File: config.mk
export PLATFORM = sky130hd
export DESIGN_NAME = ftbc_rsp_queue
export DESIGN_NICKNAME = d
export VERILOG_FILES = /design/src/rtl/core/ftbc_pkg.sv /design/src/rtl/core/ftbc_rsp_queue.sv
export VERILOG_INCLUDE_DIRS = /design/src /design/src/rtl/core
export SDC_FILE = /design/constraint.sdc
export NUM_CORES = 1
export LEC_CHECK = 0
export BUFFER_PORTS_ARGS = -buffer_cell sky130_fd_sc_hd__buf_4
export CORE_ASPECT_RATIO = 1.4
export CORE_MARGIN = 2
export CORE_UTILIZATION = 40
export DETAILED_ROUTE_END_ITERATION = 7
export HOLD_SLACK_MARGIN = 0.03
export PLACE_DENSITY_LB_ADDON = 0.05
export SLEW_MARGIN = 10
export SYNTH_ARGS = -nofsm -noshare
export SYNTH_HDL_FRONTEND = slang
export SYNTH_SLANG_ARGS = --single-unit
File: constraint.sdc
create_clock -name clock -period 10.8 [get_ports clock]
set_input_delay 2.16 -clock clock [delete_from_list [all_inputs] [get_ports clock]]
set_output_delay 2.16 -clock clock [all_outputs]
set_load 0.02 [all_outputs]
File: src/rtl/core/force_torque_bias_and_calibration_assert.svh
// Assertion macros shared by the force/torque calibration RTL.
`ifndef FORCE_TORQUE_BIAS_AND_CALIBRATION_ASSERT_SVH
`define FORCE_TORQUE_BIAS_AND_CALIBRATION_ASSERT_SVH
`ifndef SYNTH
// Antecedent implies consequent in the same cycle.
`define FTBC_ASSERT_IMPL(lbl, clk, rst, ante, cons, msg) \
   lbl: assert property (@(posedge clk) disable iff (rst) (ante) |-> (cons)) \
      else $error(msg);
// Antecedent implies consequent in the next cycle.
`define FTBC_ASSERT_NEXT(lbl, clk, rst, ante, cons, msg) \
   lbl: assert property (@(posedge clk) disable iff (rst) (ante) |=> (cons)) \
      else $error(msg);
// Condition must never hold.
`define FTBC_ASSERT_NEVER(lbl, clk, rst, cond, msg) \
   lbl: assert property (@(posedge clk) disable iff (rst) !(cond)) \
      else $error(msg);
`else
`define FTBC_ASSERT_IMPL(lbl, clk, rst, ante, cons, msg)
`define FTBC_ASSERT_NEXT(lbl, clk, rst, ante, cons, msg)
`define FTBC_ASSERT_NEVER(lbl, clk, rst, cond, msg)
`endif
`endif

File: src/rtl/core/ftbc_pkg.sv
// Types, constants and the calibration coefficient table for the force/torque block.
package ftbc_pkg;

   localparam int CHANNELS     = 6;
   localparam int SAMPLE_WIDTH = 16;
   localparam int BIAS_SAMPLES = 64;
   localparam int BIAS_SHIFT   = $clog2(BIAS_SAMPLES + 1) - 1;
   localparam int SUM_WIDTH    = SAMPLE_WIDTH + BIAS_SHIFT;
   localparam int DIFF_WIDTH   = SAMPLE_WIDTH + 2;
   localparam int COEF_WIDTH   = 32;
   localparam int COEF_FRAC    = 22;
   localparam int PROD_WIDTH   = COEF_WIDTH + DIFF_WIDTH;
   localparam int ACC_WIDTH    = PROD_WIDTH + 3;
   localparam int RESULT_WIDTH = 32;
   localparam int COL_WIDTH    = $clog2(CHANNELS);
   localparam int ACTION_WIDTH = 2;

   localparam logic [COL_WIDTH-1:0] FIRST_COL = '0;
   localparam logic [COL_WIDTH-1:0] LAST_COL  = COL_WIDTH'(CHANNELS - 1);

   localparam int QUEUE_DEPTH = 4;
   localparam int QPTR_WIDTH  = $clog2(QUEUE_DEPTH);
   localparam int QCNT_WIDTH  = $clog2(QUEUE_DEPTH + 1);

   localparam logic [ACTION_WIDTH-1:0] ACTION_CLEAR   = 2'd0;
   localparam logic [ACTION_WIDTH-1:0] ACTION_ACCUM   = 2'd1;
   localparam logic [ACTION_WIDTH-1:0] ACTION_CONVERT = 2'd2;

   // 20 * 2^22 * 1e4: channel LSB to Q16.16, Q10.22 coefficient, matrix held in 1e-5 units
   localparam longint COEF_NUM        = 64'sd838860800000;
   // axis scales in 1e-9 units
   localparam longint SCALE_FORCE_XY  = 64'sd4551197212;
   localparam longint SCALE_FORCE_Z   = 64'sd1412440514;
   localparam longint SCALE_TORQUE_XY = 64'sd84884324558;
   localparam longint SCALE_TORQUE_Z  = 64'sd80947203753;

   typedef struct packed {
      logic [ACTION_WIDTH-1:0]        action;
      logic signed [SAMPLE_WIDTH-1:0] channel_0;
      logic signed [SAMPLE_WIDTH-1:0] channel_1;
      logic signed [SAMPLE_WIDTH-1:0] channel_2;
      logic signed [SAMPLE_WIDTH-1:0] channel_3;
      logic signed [SAMPLE_WIDTH-1:0] channel_4;
      logic signed [SAMPLE_WIDTH-1:0] channel_5;
   } req_type;

   typedef struct packed {
      logic signed [RESULT_WIDTH-1:0] force_x;
      logic signed [RESULT_WIDTH-1:0] force_y;
      logic signed [RESULT_WIDTH-1:0] force_z;
      logic signed [RESULT_WIDTH-1:0] torque_x;
      logic signed [RESULT_WIDTH-1:0] torque_y;
      logic signed [RESULT_WIDTH-1:0] torque_z;
   } rsp_type;

   // one channel column issued to the bias store
   typedef struct packed {
      logic                    valid;
      logic [ACTION_WIDTH-1:0] action;
      logic [COL_WIDTH-1:0]    col;
   } issue_type;

   // one bias-corrected column headed for the multipliers
   typedef struct packed {
      logic                 valid;
      logic [COL_WIDTH-1:0] col;
   } diff_ctl_type;

   // round(20 * 2^22 * M / S) with M in 1e-5 units and S chosen by output axis
   function automatic logic signed [COEF_WIDTH-1:0] coef_entry(input int row,
                                                               input longint m_e5);
      longint mag;
      longint q;
      mag = (m_e5 < 0) ? -m_e5 : m_e5;
      case (row) inside
         0, 1:    q = (mag * COEF_NUM + SCALE_FORCE_XY / 2) / SCALE_FORCE_XY;
         2:       q = (mag * COEF_NUM + SCALE_FORCE_Z / 2) / SCALE_FORCE_Z;
         3, 4:    q = (mag * COEF_NUM + SCALE_TORQUE_XY / 2) / SCALE_TORQUE_XY;
         default: q = (mag * COEF_NUM + SCALE_TORQUE_Z / 2) / SCALE_TORQUE_Z;
      endcase
      if (m_e5 < 0) begin
         q = -q;
      end
      return COEF_WIDTH'(q);
   endfunction

   // row per output axis (fx, fy, fz, tx, ty, tz), column per gauge channel
   localparam logic signed [COEF_WIDTH-1:0] COEF_TABLE [CHANNELS][CHANNELS] = '{
      '{coef_entry(0, -40709),   coef_entry(0, -27318),  coef_entry(0, 34868),
        coef_entry(0, -3358156), coef_entry(0, -32609),  coef_entry(0, 3354162)},
      '{coef_entry(1, 35472),    coef_entry(1, 3822730), coef_entry(1, -41173),
        coef_entry(1, -1949156), coef_entry(1, 49550),   coef_entry(1, -1915271)},
      '{coef_entry(2, 1872635),  coef_entry(2, -59676),  coef_entry(2, 1927843),
        coef_entry(2, -56931),   coef_entry(2, 1869352), coef_entry(2, -67633)},
      '{coef_entry(3, -40836),   coef_entry(3, -95908),  coef_entry(3, -3337957),
        coef_entry(3, 138537),   coef_entry(3, 3252522), coef_entry(3, -51156)},
      '{coef_entry(4, 3713715),  coef_entry(4, -102875), coef_entry(4, -2000474),
        coef_entry(4, -27959),   coef_entry(4, -1934135), coef_entry(4, 142577)},
      '{coef_entry(5, -15775),   coef_entry(5, -1816831), coef_entry(5, -133),
        coef_entry(5, -1878961), coef_entry(5, 31895),   coef_entry(5, -1838586)}
   };

endpackage

File: src/rtl/core/ftbc_rsp_queue.sv
// Result queue with slot reservation, so finished items never meet a full queue.
`include "force_torque_bias_and_calibration_assert.svh"
module ftbc_rsp_queue (
   input  logic              clock,
   input  logic              reset,
   input  logic              reserve,
   output logic              can_reserve,
   input  logic              push,
   input  ftbc_pkg::rsp_type push_data,
   output logic              rsp_valid,
   input  logic              rsp_ready,
   output ftbc_pkg::rsp_type rsp_data
);
   import ftbc_pkg::*;

   rsp_type               slot_ff [QUEUE_DEPTH];
   logic [QPTR_WIDTH-1:0] wr_ptr_ff;
   logic [QPTR_WIDTH-1:0] rd_ptr_ff;
   logic [QCNT_WIDTH-1:0] count_ff;
   logic [QCNT_WIDTH-1:0] reserved_ff;
   logic                  pop;

   assign pop         = rsp_valid && rsp_ready;
   assign rsp_valid   = (count_ff != '0);
   assign rsp_data    = slot_ff[rd_ptr_ff];
   assign can_reserve = (reserved_ff < QCNT_WIDTH'(QUEUE_DEPTH));

   always_ff @(posedge clock) begin
      if (push) begin
         slot_ff[wr_ptr_ff] <= push_data;
      end
   end

   always_ff @(posedge clock) begin
      if (reset) begin
         wr_ptr_ff   <= '0;
         rd_ptr_ff   <= '0;
         count_ff    <= '0;
         reserved_ff <= '0;
      end else begin
         if (push) begin
            wr_ptr_ff <= wr_ptr_ff + QPTR_WIDTH'(1);
         end
         if (pop) begin
            rd_ptr_ff <= rd_ptr_ff + QPTR_WIDTH'(1);
         end
         count_ff    <= count_ff + QCNT_WIDTH'(push) - QCNT_WIDTH'(pop);
         reserved_ff <= reserved_ff + QCNT_WIDTH'(reserve) - QCNT_WIDTH'(pop);
      end
   end

   `FTBC_ASSERT_NEVER(a_push_full, clock, reset, push && (count_ff == QCNT_WIDTH'(QUEUE_DEPTH)), "result pushed into a full queue")
   `FTBC_ASSERT_NEVER(a_unreserved, clock, reset, count_ff > reserved_ff, "queue holds an item without a reserved slot")

endmodule

==> metrics.txt <==
CP max-delay cell dfxtp_4; outcome completed; max-cap violation count 0; Slew @ Worst Pin 1.09 ns; initial drt markers 709; most used cell, CP buf_4; fin nets 1708; Final setup viols 0; CP endpoint kind output pin; Worst-Skew Late Latency 0.61 ns; crit share post-route 0.555; critical path buffer and inverter count 3; starting density of the core 0.405; Post-Syn Area 28500 um2; YS warnings 0; PortBufs 390; Hold WS 0.557 ns; Post-DP Area 32300 um2; min Tclk post-route 5.99 ns; Post-Syn Nets 1269; design area 34700 um2; post-route ant nets 0; initial antenna violation count 7; # DRC 0; CTS tree yes; Rows 115; maximum buffer depth of the clock tree 3; Worst R2R Setup Slack 7.63 ns; sw frac 0.259; detailed placement HPWL 37400 um; Max rail drop VDD 0.163 mV; CP max stage delay 1.01 ns; grt ovf 0; LEAKAGE 11.5 nW; critical path required time 8.64 ns; Avg Vias per Cell 5.08; Net Sw Power 2.01 mW; Die H 320 um; Synth async-reset ratio 0; GRT Resource Usage Total 0.170; PwrDens 223 nW/um2; f_max 0.167 GHz; CTS Buf Count 76; Critical Path AT 3.83 ns; routed len/inst 24.9 um; sequential power share 0.462; hold-fix buffer count after cts 0; Setup Crit Path Kind reg2out; layout cells sized above 1 0.455; maximum fanout along the worst path 45; first-pass GRT wire length 91300 um; Min-Delay Path Class reg2reg; gpl congestion 0.718; CP cell instances buf_4, buf_4, mux4_2, buf_4; clock slew at reported path FFs 0.06 ns; Comb power frac 0.207; Gate Count Post-Synth 1062; Die Area 73500 um2; area grow syn2layout 21.6%; setup TNS 0 ns; syn avg cell area 26.9 um2; flops & latches, synth 780; max_slew headroom 0.272; Detailed Route WL 62200 um; Top delay family on crit path buffers and inverters; clk root buf clkbuf_16; cts repair resizes 0; Pre-antenna DRT Iters 5; count of final hold-check violations 0; crit start category register; Die W 230 um; total power 7.75 mW; Max Slew Vio Count 0; Boundary Pins 391; number of global-route vias before repair 13600; largest net degree at the start of global routing 111; Seq/Total Area, Yosys 0.817; ys flop type edfxtp_1; clock network fraction of total power 0.331; Worst R2R Path Depth 5; number of synthesized flops with an enable pin 768; Hold Path Cell Cnt 2; vias post-DR 12700; RSZ-0062 raised after global routing false; final clock skew 0.0155 ns; Setup Buffers After CTS 0; core area 70500 um2; Pint 5.74 mW; Sink Count 780; Crit. path cell count 4; synth unique cells 22; CTS H-Tree Depth 3
-- path summary, 6_finish.rpt --
| path | startpoint | to |
|---|---|---|
| max | register | rsp_data[116] |
| min | reserved_ff[2] | reserved_ff[2] |
| max reg2reg | wr_ptr_ff[0] | slot_ff[2][148] |
| min reg2reg | reserved_ff[2] | reserved_ff[2] |
-- worst register-to-register path: cells and delay by family, from the launching register on --
kind / cells / cell delay [ns]
AND/OR/NAND/NOR: 1 / 0.63
adder cells (fa/ha/maj): 1 / 0.15
buffers and inverters: 3 / 1.60
flip-flops: 1 / 0.35
-- layout by cell type (no fill, tap or decap), types with 2 or more instances in the layout --
cell type / synthesis / final
nor2b_1: 5 / 5
clkbuf_16: 0 / 79
and2_4: 0 / 4
buf_4: 1 / 402
clkbuf_1: 4 / 13
fa_1: 2 / 2
dfxtp_4: 0 / 2
mux4_2: 192 / 192
inv_1: 10 / 10
dfxtp_1: 12 / 10
ha_1: 8 / 8
edfxtp_1: 768 / 768
mux2_2: 3 / 3
buf_12: 20 / 3
clkinv_2: 0 / 15
clkinv_1: 0 / 19
nor2_1: 7 / 7
diode_2: 0 / 4
bufinv_16: 0 / 7
-- metal layers --
layer  GRT usage  routed length (um)  vias to the layer above
met1       0.209               24300                     6734
met3      0.0573                4940                       89
met4      0.0579                1470                       10
met2       0.282               31400                      381
met5           0                  59                        -
li1            -                   -                     5482
-- final cells by class --
type                       instances  area (um2)
antenna                            4        10.0
clock buffer                      92        2030
clock inverter                    44         382
fill                            5827       35800
inverter                          10        37.5
multi-input combinational        228        4680
sequential                       780       23300
tap                              936        1170
timing repair buffer             405        3080
-- synth_stat cells (2+ instances only) --
master | instances | area (um2)
and2_1 | 4 | 25.0
buf_12 | 20 | 400
buf_2 | 18 | 90.1
clkbuf_1 | 4 | 15.0
dfxtp_1 | 12 | 240
edfxtp_1 | 768 | 23100
fa_1 | 2 | 40.0
ha_1 | 8 | 100
inv_1 | 10 | 37.5
mux2_2 | 3 | 33.8
mux4_2 | 192 | 4320
nor2_1 | 7 | 26.3
nor2b_1 | 5 | 31.3
-- registers in the layout (all words and copies together), names as in the netlist, named ones only --
name,cells
wr_ptr_ff,2
reserved_ff,3
rd_ptr_ff,2
slot_ff,768
count_ff,3
-- through the flow --
step | worst slack (ns) | std cells | utilization
2_1_floorplan | 3.71 | 1062 | -
3_3_place_gp | 5.15 | 2359 | 0.458
3_5_place_dp | 5.15 | 2359 | 0.458
4_1_cts | 4.49 | 2495 | 0.492
5_1_grt | 4.34 | 2496 | 0.492
6_report | 4.81 | 2499 | 0.492
-- cells by family (layout without fill, tap and decap cells) --
family / Yosys count / count (layout) / share of synthesized area
flip-flops: 780 / 780 / 0.817
multiplexers: 196 / 196 / 0.153
XOR/XNOR: 3 / 3 / 0.00193
AND/OR/NAND/NOR: 17 / 17 / 0.00311
other: 0 / 4 / 0
adder cells (fa/ha/maj): 10 / 10 / 0.00491
AO/OA/AOI/OAI: 2 / 2 / 0.000614
buffers and inverters: 54 / 551 / 0.0197
-- power by group through the flow --
stage                     logic [mW]  clock network (mW)  registers (mW)
final                           1.60                2.57            3.58
after CTS                       1.65                2.65            3.59
after detailed placement        1.65                   0            3.65
after global placement          1.64                   0            3.64
after floorplan                 1.12                   0            3.60
after global routing            1.71                2.76            3.60
Power figures use the tool's default switching activity.
