[config.mk]
export PLATFORM = sky130hd
export DESIGN_NAME = ftbc_bias_store
export DESIGN_NICKNAME = d
export VERILOG_FILES = /design/src/rtl/core/ftbc_pkg.sv /design/src/rtl/core/ftbc_bias_store.sv
export VERILOG_INCLUDE_DIRS = /design/src /design/src/rtl/core
export SDC_FILE = /design/constraint.sdc
export NUM_CORES = 1
export LEC_CHECK = 0
export ABC_AREA = 1
export BUFFER_PORTS_ARGS = -buffer_cell sky130_fd_sc_hd__clkbuf_2
export CORE_UTILIZATION = 27
export DETAILED_ROUTE_END_ITERATION = 8
export PLACE_DENSITY = 0.42
export SKIP_LAST_GASP = 1
export SYNTH_ARGS = -nofsm -noshare
export SYNTH_HDL_FRONTEND = slang
export SYNTH_SLANG_ARGS = --single-unit
[constraint.sdc]
create_clock -name clock -period 4 [get_ports clock]
set_input_delay 0.4 -clock clock [delete_from_list [all_inputs] [get_ports clock]]
set_output_delay 0.4 -clock clock [all_outputs]
set_load 0.02 [all_outputs]
[src/rtl/core/force_torque_bias_and_calibration_assert.svh]
// Assertion macros shared by the force/torque calibration RTL.
`ifndef FORCE_TORQUE_BIAS_AND_CALIBRATION_ASSERT_SVH
`define FORCE_TORQUE_BIAS_AND_CALIBRATION_ASSERT_SVH
`ifndef SYNTH
// Antecedent implies consequent in the same cycle.
`define FTBC_ASSERT_IMPL(lbl, clk, rst, ante, cons, msg) \
   lbl: assert property (@(posedge clk) disable iff (rst) (ante) |-> (cons)) \
      else $error(msg);
// Antecedent implies consequent in the next cycle.
`define FTBC_ASSERT_NEXT(lbl, clk, rst, ante, cons, msg) \
   lbl: assert property (@(posedge clk) disable iff (rst) (ante) |=> (cons)) \
      else $error(msg);
// Condition must never hold.
`define FTBC_ASSERT_NEVER(lbl, clk, rst, cond, msg) \
   lbl: assert property (@(posedge clk) disable iff (rst) !(cond)) \
      else $error(msg);
`else
`define FTBC_ASSERT_IMPL(lbl, clk, rst, ante, cons, msg)
`define FTBC_ASSERT_NEXT(lbl, clk, rst, ante, cons, msg)
`define FTBC_ASSERT_NEVER(lbl, clk, rst, cond, msg)
`endif
`endif

[src/rtl/core/ftbc_pkg.sv]
// Types, constants and the calibration coefficient table for the force/torque block.
package ftbc_pkg;

   localparam int CHANNELS     = 6;
   localparam int SAMPLE_WIDTH = 16;
   localparam int BIAS_SAMPLES = 64;
   localparam int BIAS_SHIFT   = $clog2(BIAS_SAMPLES + 1) - 1;
   localparam int SUM_WIDTH    = SAMPLE_WIDTH + BIAS_SHIFT;
   localparam int DIFF_WIDTH   = SAMPLE_WIDTH + 2;
   localparam int COEF_WIDTH   = 32;
   localparam int COEF_FRAC    = 22;
   localparam int PROD_WIDTH   = COEF_WIDTH + DIFF_WIDTH;
   localparam int ACC_WIDTH    = PROD_WIDTH + 3;
   localparam int RESULT_WIDTH = 32;
   localparam int COL_WIDTH    = $clog2(CHANNELS);
   localparam int ACTION_WIDTH = 2;

   localparam logic [COL_WIDTH-1:0] FIRST_COL = '0;
   localparam logic [COL_WIDTH-1:0] LAST_COL  = COL_WIDTH'(CHANNELS - 1);

   localparam int QUEUE_DEPTH = 4;
   localparam int QPTR_WIDTH  = $clog2(QUEUE_DEPTH);
   localparam int QCNT_WIDTH  = $clog2(QUEUE_DEPTH + 1);

   localparam logic [ACTION_WIDTH-1:0] ACTION_CLEAR   = 2'd0;
   localparam logic [ACTION_WIDTH-1:0] ACTION_ACCUM   = 2'd1;
   localparam logic [ACTION_WIDTH-1:0] ACTION_CONVERT = 2'd2;

   // 20 * 2^22 * 1e4: channel LSB to Q16.16, Q10.22 coefficient, matrix held in 1e-5 units
   localparam longint COEF_NUM        = 64'sd838860800000;
   // axis scales in 1e-9 units
   localparam longint SCALE_FORCE_XY  = 64'sd4551197212;
   localparam longint SCALE_FORCE_Z   = 64'sd1412440514;
   localparam longint SCALE_TORQUE_XY = 64'sd84884324558;
   localparam longint SCALE_TORQUE_Z  = 64'sd80947203753;

   typedef struct packed {
      logic [ACTION_WIDTH-1:0]        action;
      logic signed [SAMPLE_WIDTH-1:0] channel_0;
      logic signed [SAMPLE_WIDTH-1:0] channel_1;
      logic signed [SAMPLE_WIDTH-1:0] channel_2;
      logic signed [SAMPLE_WIDTH-1:0] channel_3;
      logic signed [SAMPLE_WIDTH-1:0] channel_4;
      logic signed [SAMPLE_WIDTH-1:0] channel_5;
   } req_type;

   typedef struct packed {
      logic signed [RESULT_WIDTH-1:0] force_x;
      logic signed [RESULT_WIDTH-1:0] force_y;
      logic signed [RESULT_WIDTH-1:0] force_z;
      logic signed [RESULT_WIDTH-1:0] torque_x;
      logic signed [RESULT_WIDTH-1:0] torque_y;
      logic signed [RESULT_WIDTH-1:0] torque_z;
   } rsp_type;

   // one channel column issued to the bias store
   typedef struct packed {
      logic                    valid;
      logic [ACTION_WIDTH-1:0] action;
      logic [COL_WIDTH-1:0]    col;
   } issue_type;

   // one bias-corrected column headed for the multipliers
   typedef struct packed {
      logic                 valid;
      logic [COL_WIDTH-1:0] col;
   } diff_ctl_type;

   // round(20 * 2^22 * M / S) with M in 1e-5 units and S chosen by output axis
   function automatic logic signed [COEF_WIDTH-1:0] coef_entry(input int row,
                                                               input longint m_e5);
      longint mag;
      longint q;
      mag = (m_e5 < 0) ? -m_e5 : m_e5;
      case (row) inside
         0, 1:    q = (mag * COEF_NUM + SCALE_FORCE_XY / 2) / SCALE_FORCE_XY;
         2:       q = (mag * COEF_NUM + SCALE_FORCE_Z / 2) / SCALE_FORCE_Z;
         3, 4:    q = (mag * COEF_NUM + SCALE_TORQUE_XY / 2) / SCALE_TORQUE_XY;
         default: q = (mag * COEF_NUM + SCALE_TORQUE_Z / 2) / SCALE_TORQUE_Z;
      endcase
      if (m_e5 < 0) begin
         q = -q;
      end
      return COEF_WIDTH'(q);
   endfunction

   // row per output axis (fx, fy, fz, tx, ty, tz), column per gauge channel
   localparam logic signed [COEF_WIDTH-1:0] COEF_TABLE [CHANNELS][CHANNELS] = '{
      '{coef_entry(0, -40709),   coef_entry(0, -27318),  coef_entry(0, 34868),
        coef_entry(0, -3358156), coef_entry(0, -32609),  coef_entry(0, 3354162)},
      '{coef_entry(1, 35472),    coef_entry(1, 3822730), coef_entry(1, -41173),
        coef_entry(1, -1949156), coef_entry(1, 49550),   coef_entry(1, -1915271)},
      '{coef_entry(2, 1872635),  coef_entry(2, -59676),  coef_entry(2, 1927843),
        coef_entry(2, -56931),   coef_entry(2, 1869352), coef_entry(2, -67633)},
      '{coef_entry(3, -40836),   coef_entry(3, -95908),  coef_entry(3, -3337957),
        coef_entry(3, 138537),   coef_entry(3, 3252522), coef_entry(3, -51156)},
      '{coef_entry(4, 3713715),  coef_entry(4, -102875), coef_entry(4, -2000474),
        coef_entry(4, -27959),   coef_entry(4, -1934135), coef_entry(4, 142577)},
      '{coef_entry(5, -15775),   coef_entry(5, -1816831), coef_entry(5, -133),
        coef_entry(5, -1878961), coef_entry(5, 31895),   coef_entry(5, -1838586)}
   };

endpackage

[src/rtl/core/ftbc_bias_store.sv]
// Bias sum memory with read-modify-write and bias subtraction, one channel per cycle.
`include "force_torque_bias_and_calibration_assert.svh"
module ftbc_bias_store (
   input  logic                                      clock,
   input  logic                                      reset,
   input  ftbc_pkg::issue_type                       issue,
   input  logic signed [ftbc_pkg::SAMPLE_WIDTH-1:0]  sample,
   output ftbc_pkg::diff_ctl_type                    diff_ctl,
   output logic signed [ftbc_pkg::DIFF_WIDTH-1:0]    diff
);
   import ftbc_pkg::*;

   localparam logic signed [SUM_WIDTH:0] BIAS_HALF =
      ((SUM_WIDTH + 1)'(1) << BIAS_SHIFT) >> 1;
   localparam logic signed [SUM_WIDTH-1:0] SUM_MAX = {1'b0, {(SUM_WIDTH - 1){1'b1}}};
   localparam logic signed [SUM_WIDTH-1:0] SUM_MIN = {1'b1, {(SUM_WIDTH - 1){1'b0}}};

   logic signed [SUM_WIDTH-1:0]    bias_mem [CHANNELS];
   logic [CHANNELS-1:0]            entry_valid_ff;
   logic signed [SUM_WIDTH-1:0]    rd_data_ff;
   logic                           rd_valid_ff;
   issue_type                      b_issue_ff;
   logic signed [SAMPLE_WIDTH-1:0] b_sample_ff;
   diff_ctl_type                   diff_ctl_ff;
   diff_ctl_type                   diff_ctl_in;
   logic signed [DIFF_WIDTH-1:0]   diff_ff;
   logic signed [DIFF_WIDTH-1:0]   diff_in;

   logic signed [SUM_WIDTH-1:0]    rd_sum;
   logic signed [SUM_WIDTH:0]      acc_sum;
   logic signed [SUM_WIDTH-1:0]    sat_sum;
   logic signed [SUM_WIDTH:0]      rnd_sum;
   logic signed [SAMPLE_WIDTH:0]   bias_val;
   logic                           wr_en;
   logic signed [SUM_WIDTH-1:0]    wr_data;

   always_comb begin
      rd_sum  = rd_valid_ff ? rd_data_ff : '0;
      acc_sum = (SUM_WIDTH + 1)'(rd_sum) + (SUM_WIDTH + 1)'(b_sample_ff);
      if (acc_sum[SUM_WIDTH] != acc_sum[SUM_WIDTH-1]) begin
         sat_sum = acc_sum[SUM_WIDTH] ? SUM_MIN : SUM_MAX;
      end else begin
         sat_sum = acc_sum[SUM_WIDTH-1:0];
      end
      rnd_sum  = (SUM_WIDTH + 1)'(rd_sum) + BIAS_HALF;
      bias_val = rnd_sum[SUM_WIDTH:BIAS_SHIFT];
      diff_in  = DIFF_WIDTH'(b_sample_ff) - DIFF_WIDTH'(bias_val);

      wr_en   = b_issue_ff.valid &&
                (b_issue_ff.action == ACTION_CLEAR || b_issue_ff.action == ACTION_ACCUM);
      wr_data = (b_issue_ff.action == ACTION_ACCUM) ? sat_sum : '0;

      diff_ctl_in.valid = b_issue_ff.valid && (b_issue_ff.action == ACTION_CONVERT);
      diff_ctl_in.col   = b_issue_ff.col;
   end

   // memory: write back in the modify stage, registered read in the issue stage
   always_ff @(posedge clock) begin
      if (wr_en) begin
         bias_mem[b_issue_ff.col] <= wr_data;
      end
      if (issue.valid) begin
         rd_data_ff <= bias_mem[issue.col];
      end
      b_sample_ff <= sample;
      diff_ff     <= diff_in;
   end

   always_ff @(posedge clock) begin
      if (reset) begin
         entry_valid_ff <= '0;
         rd_valid_ff    <= 1'b0;
         b_issue_ff     <= '0;
         diff_ctl_ff    <= '0;
      end else begin
         if (wr_en) begin
            entry_valid_ff[b_issue_ff.col] <= 1'b1;
         end
         rd_valid_ff <= issue.valid && entry_valid_ff[issue.col];
         b_issue_ff  <= issue;
         diff_ctl_ff <= diff_ctl_in;
      end
   end

   assign diff_ctl = diff_ctl_ff;
   assign diff     = diff_ff;

   `FTBC_ASSERT_NEVER(a_rmw_overlap, clock, reset, wr_en && issue.valid && (b_issue_ff.col == issue.col), "bias read and write-back hit the same entry")
   `FTBC_ASSERT_NEXT(a_wr_marks_valid, clock, reset, wr_en, entry_valid_ff[$past(b_issue_ff.col)], "written bias entry not marked valid")

endmodule

==> flow_summary.ini <==
[yosys]
synth_area_leader_cell = edfxtp_1
netlist_area_um2 = 9830
synth-warning-count = 0
seq_area_frac_synth_pct = 57.4
yosys.area.top_type_share_pct = 47.0
syn_inst = 983
ys_types = 43
ys_ff_latch = 205
synth.top_cells.by_area = edfxtp_1 47%, dfxtp_1 10%, nand2_1 8.1%, ha_1 4.8%, inv_1 3.6%
avgSynthCellArea_um2 = 10.0
synth_nets = 1047

[placed_design]
gp_congestion = 0.840
dpl_worst_slack_ns = 0.363
io_buffer_count = 45
dp_hpwl_um = 17100

[timing]
slew_violations = 0
max_freq_mhz = 276
period_needed_ns = 3.63
rsz0062_at_grt = no
finClkSkew_ns = 0.0249
layout_worst_path_cycle_share_pct = 90.7
tns_ns = 0
tightest_slew_ns = 0.729
maxSlewHeadroom_pct = 51.4
setup_violations = 0
worst_slack_ns = 0.372
hold_viol = 0

[routing]
firstDrtPassIters = 7
ant_nets = 0
viasPerCell = 4.55
drc = 16
first_iter_violations = 345
num_vias = 6954
routed_wl_um = 25700
wire_per_inst_um = 16.8

[run]
max_cap_viol_count = 0

[worst_setup_path]
max_stage_delay_ns = 0.70
cpMaxStageDelayCell = dfxtp_1
cp.arrival_ns = 4.09
critPathMaxFanout = 12
critical_path.cell_chain = buf_4, nand2_1, inv_1, ha_1, nand3_1, nor2_1, nand3_1, nor3_2, nand3_1, nor2_1, nand2_1, xor2_1, ha_1, nand2_1, nor2_1, nand2_1, o2111ai_1, nand3_1, nand2_1, xor2_1
cpMostUsedCell = nand2_1
cp_num_buf_inv = 2
critPathCaptureType = flop
start_kind = flop
crit_family = simple AND/OR/NAND/NOR gates
required_ns = 4.46
crit_type = flop to flop

[grt]
antenna_found_initial = 0
grt-ovfl-total = 0
grt_pass1_wl_um = 39500
grt_pass1_vias = 6999
grt_max_degree = 45
grt_use_total_pct = 14.0

[die]
dieArea_um2 = 37200
fp.dieH_um = 193
rows = 69
pin_count = 46
initial_core_util_pct = 27.6
die_w_um = 193
core_area_um2 = 35700

[final_layout]
area_growth_pct = 17.0
nets = 1112
final_common_cell = nand2_1
diodes = 0
drive_above_1_share_pct = 11.6
most-common-layout-cells = 211 x nand2_1, 154 x edfxtp_1, 95 x inv_1

[min_path]
hp-class = primary input to flop

[clocking]
cts_resized = 0
ctsHoldBuffers = 16
clockRootBuffer = clkbuf_16
cts_buffer_depth = 3
cts_buffers = 24
htree_levels = 1
cts_sinks = 205
clk_pin_slew_ns = 0.06
cts_tree = done
insertion_delay_ns = 0.55
cts_setup_buffers = 0

[pwr]
ir_worst_vdd_mv = 0.253
p_leak_uw = 0.00476
powerDensity_nw_per_um2 = 437

[run_status]
status = finished with violations
violations = DRC
## cell families after synthesis
kind of cell	after synthesis	synth area share, %
simple gates	403	17.8
flops	205	57.4
compound gates	157	9.99
buf+inv	134	5.65
xor+xnor	44	3.92
fa+ha+maj	40	5.24
## through the flow
| step | cell area, um2 | utilization, % | hold slack (ns) | power, uW | instances |
|---|---|---|---|---|---|
| floorplan | 9830 | - | 0.397 | 2770 | 983 |
| global placement | 10600 | 29.6 | 0.412 | 2940 | 1467 |
| detailed placement | 10600 | 29.6 | 0.412 | 2930 | 1467 |
| CTS | 11500 | 32.3 | 0.0133 | 5110 | 1527 |
| global route | 11500 | 32.3 | 0.0480 | 5250 | 1527 |
| finish | 11500 | 32.3 | 0.0398 | 5030 | 1527 |
## report_power, final
group,internal (uW),switching (uW)
combinational,163,324
sequential,2370,40.1
clock,1260,873
## state kept, by name, indices dropped and copies added, names as in the netlist
signal / count
rd_data_ff: 22
diff: 18
rd_valid_ff: 1
entry_valid_ff: 6
b_sample_ff: 16
b_issue_ff: 6
diff_ctl: 4
bias_mem: 132
## synth_stat cells
cell type / number
buf_4: 2
o31ai_1: 1
clkinv_1: 1
nor4_1: 3
a21o_1: 3
ha_1: 38
nor3_1: 6
a32o_1: 22
nand4_1: 5
nand2_1: 211
nor3_2: 3
nor2_1: 93
nor2_4: 1
buf_1: 2
a21oi_1: 53
o21bai_1: 3
nand3b_1: 2
nor3b_1: 1
dfxtp_1: 51
nor2_2: 2
o21ai_0: 39
a21oi_4: 1
o211ai_1: 2
fa_1: 2
o22ai_1: 23
edfxtp_1: 154
a31oi_1: 3
a2bb2oi_1: 1
xor2_1: 33
nand2_4: 5
inv_1: 95
nand3_2: 4
o21a_1: 3
nand3_1: 58
o2111ai_1: 1
buf_6: 6
clkbuf_1: 26
a21boi_1: 1
a21boi_0: 1
xnor2_1: 11
nand2_2: 8
inv_2: 2
nand4_2: 1
## area by class of cell
| class | count | area (um2) |
|---|---|---|
| fill | 3682 | 24200 |
| sequential | 205 | 5650 |
| multi-input combinational | 644 | 3650 |
| clock buffer | 37 | 691 |
| tap | 461 | 577 |
| timing repair buffer | 75 | 490 |
| inverter | 98 | 368 |
| clock inverter | 7 | 83.8 |
## routing by layer
layer / vias up / global-route usage (%) / part of all wire (%)
met5: - / 0 / 0
met3: 30 / 2.16 / 3.6
met1: 3320 / 19.6 / 50
met4: 0 / 3.24 / 1.8
met2: 102 / 22.7 / 45
li1: 3502 / - / -
## worst reg2reg max path, delay by kind of cell (launching register included)
family	cells	cell delay (ns)
adders and majority gates	2	0.53
DFF	1	0.70
AOI/OAI and AO/OA	1	0.15
buffers and inverters	2	0.36
and+or+nand+nor	13	1.52
xor gates and xnor gates	2	0.28
## final timing paths
kind / startpoint / slack [ns] / cells after the start / end
setup / recovery: rd_valid_ff / 0.37 / 20 / diff[16]
setup reg to reg: rd_valid_ff / 0.37 / 20 / diff[16]
hold / removal: issue[3] / 0.04 / 3 / b_issue_ff[3]
hold reg to reg: b_issue_ff[3] / 0.43 / 1 / diff_ctl[3]
No activity file was read; power rests on OpenSTA's default activity.
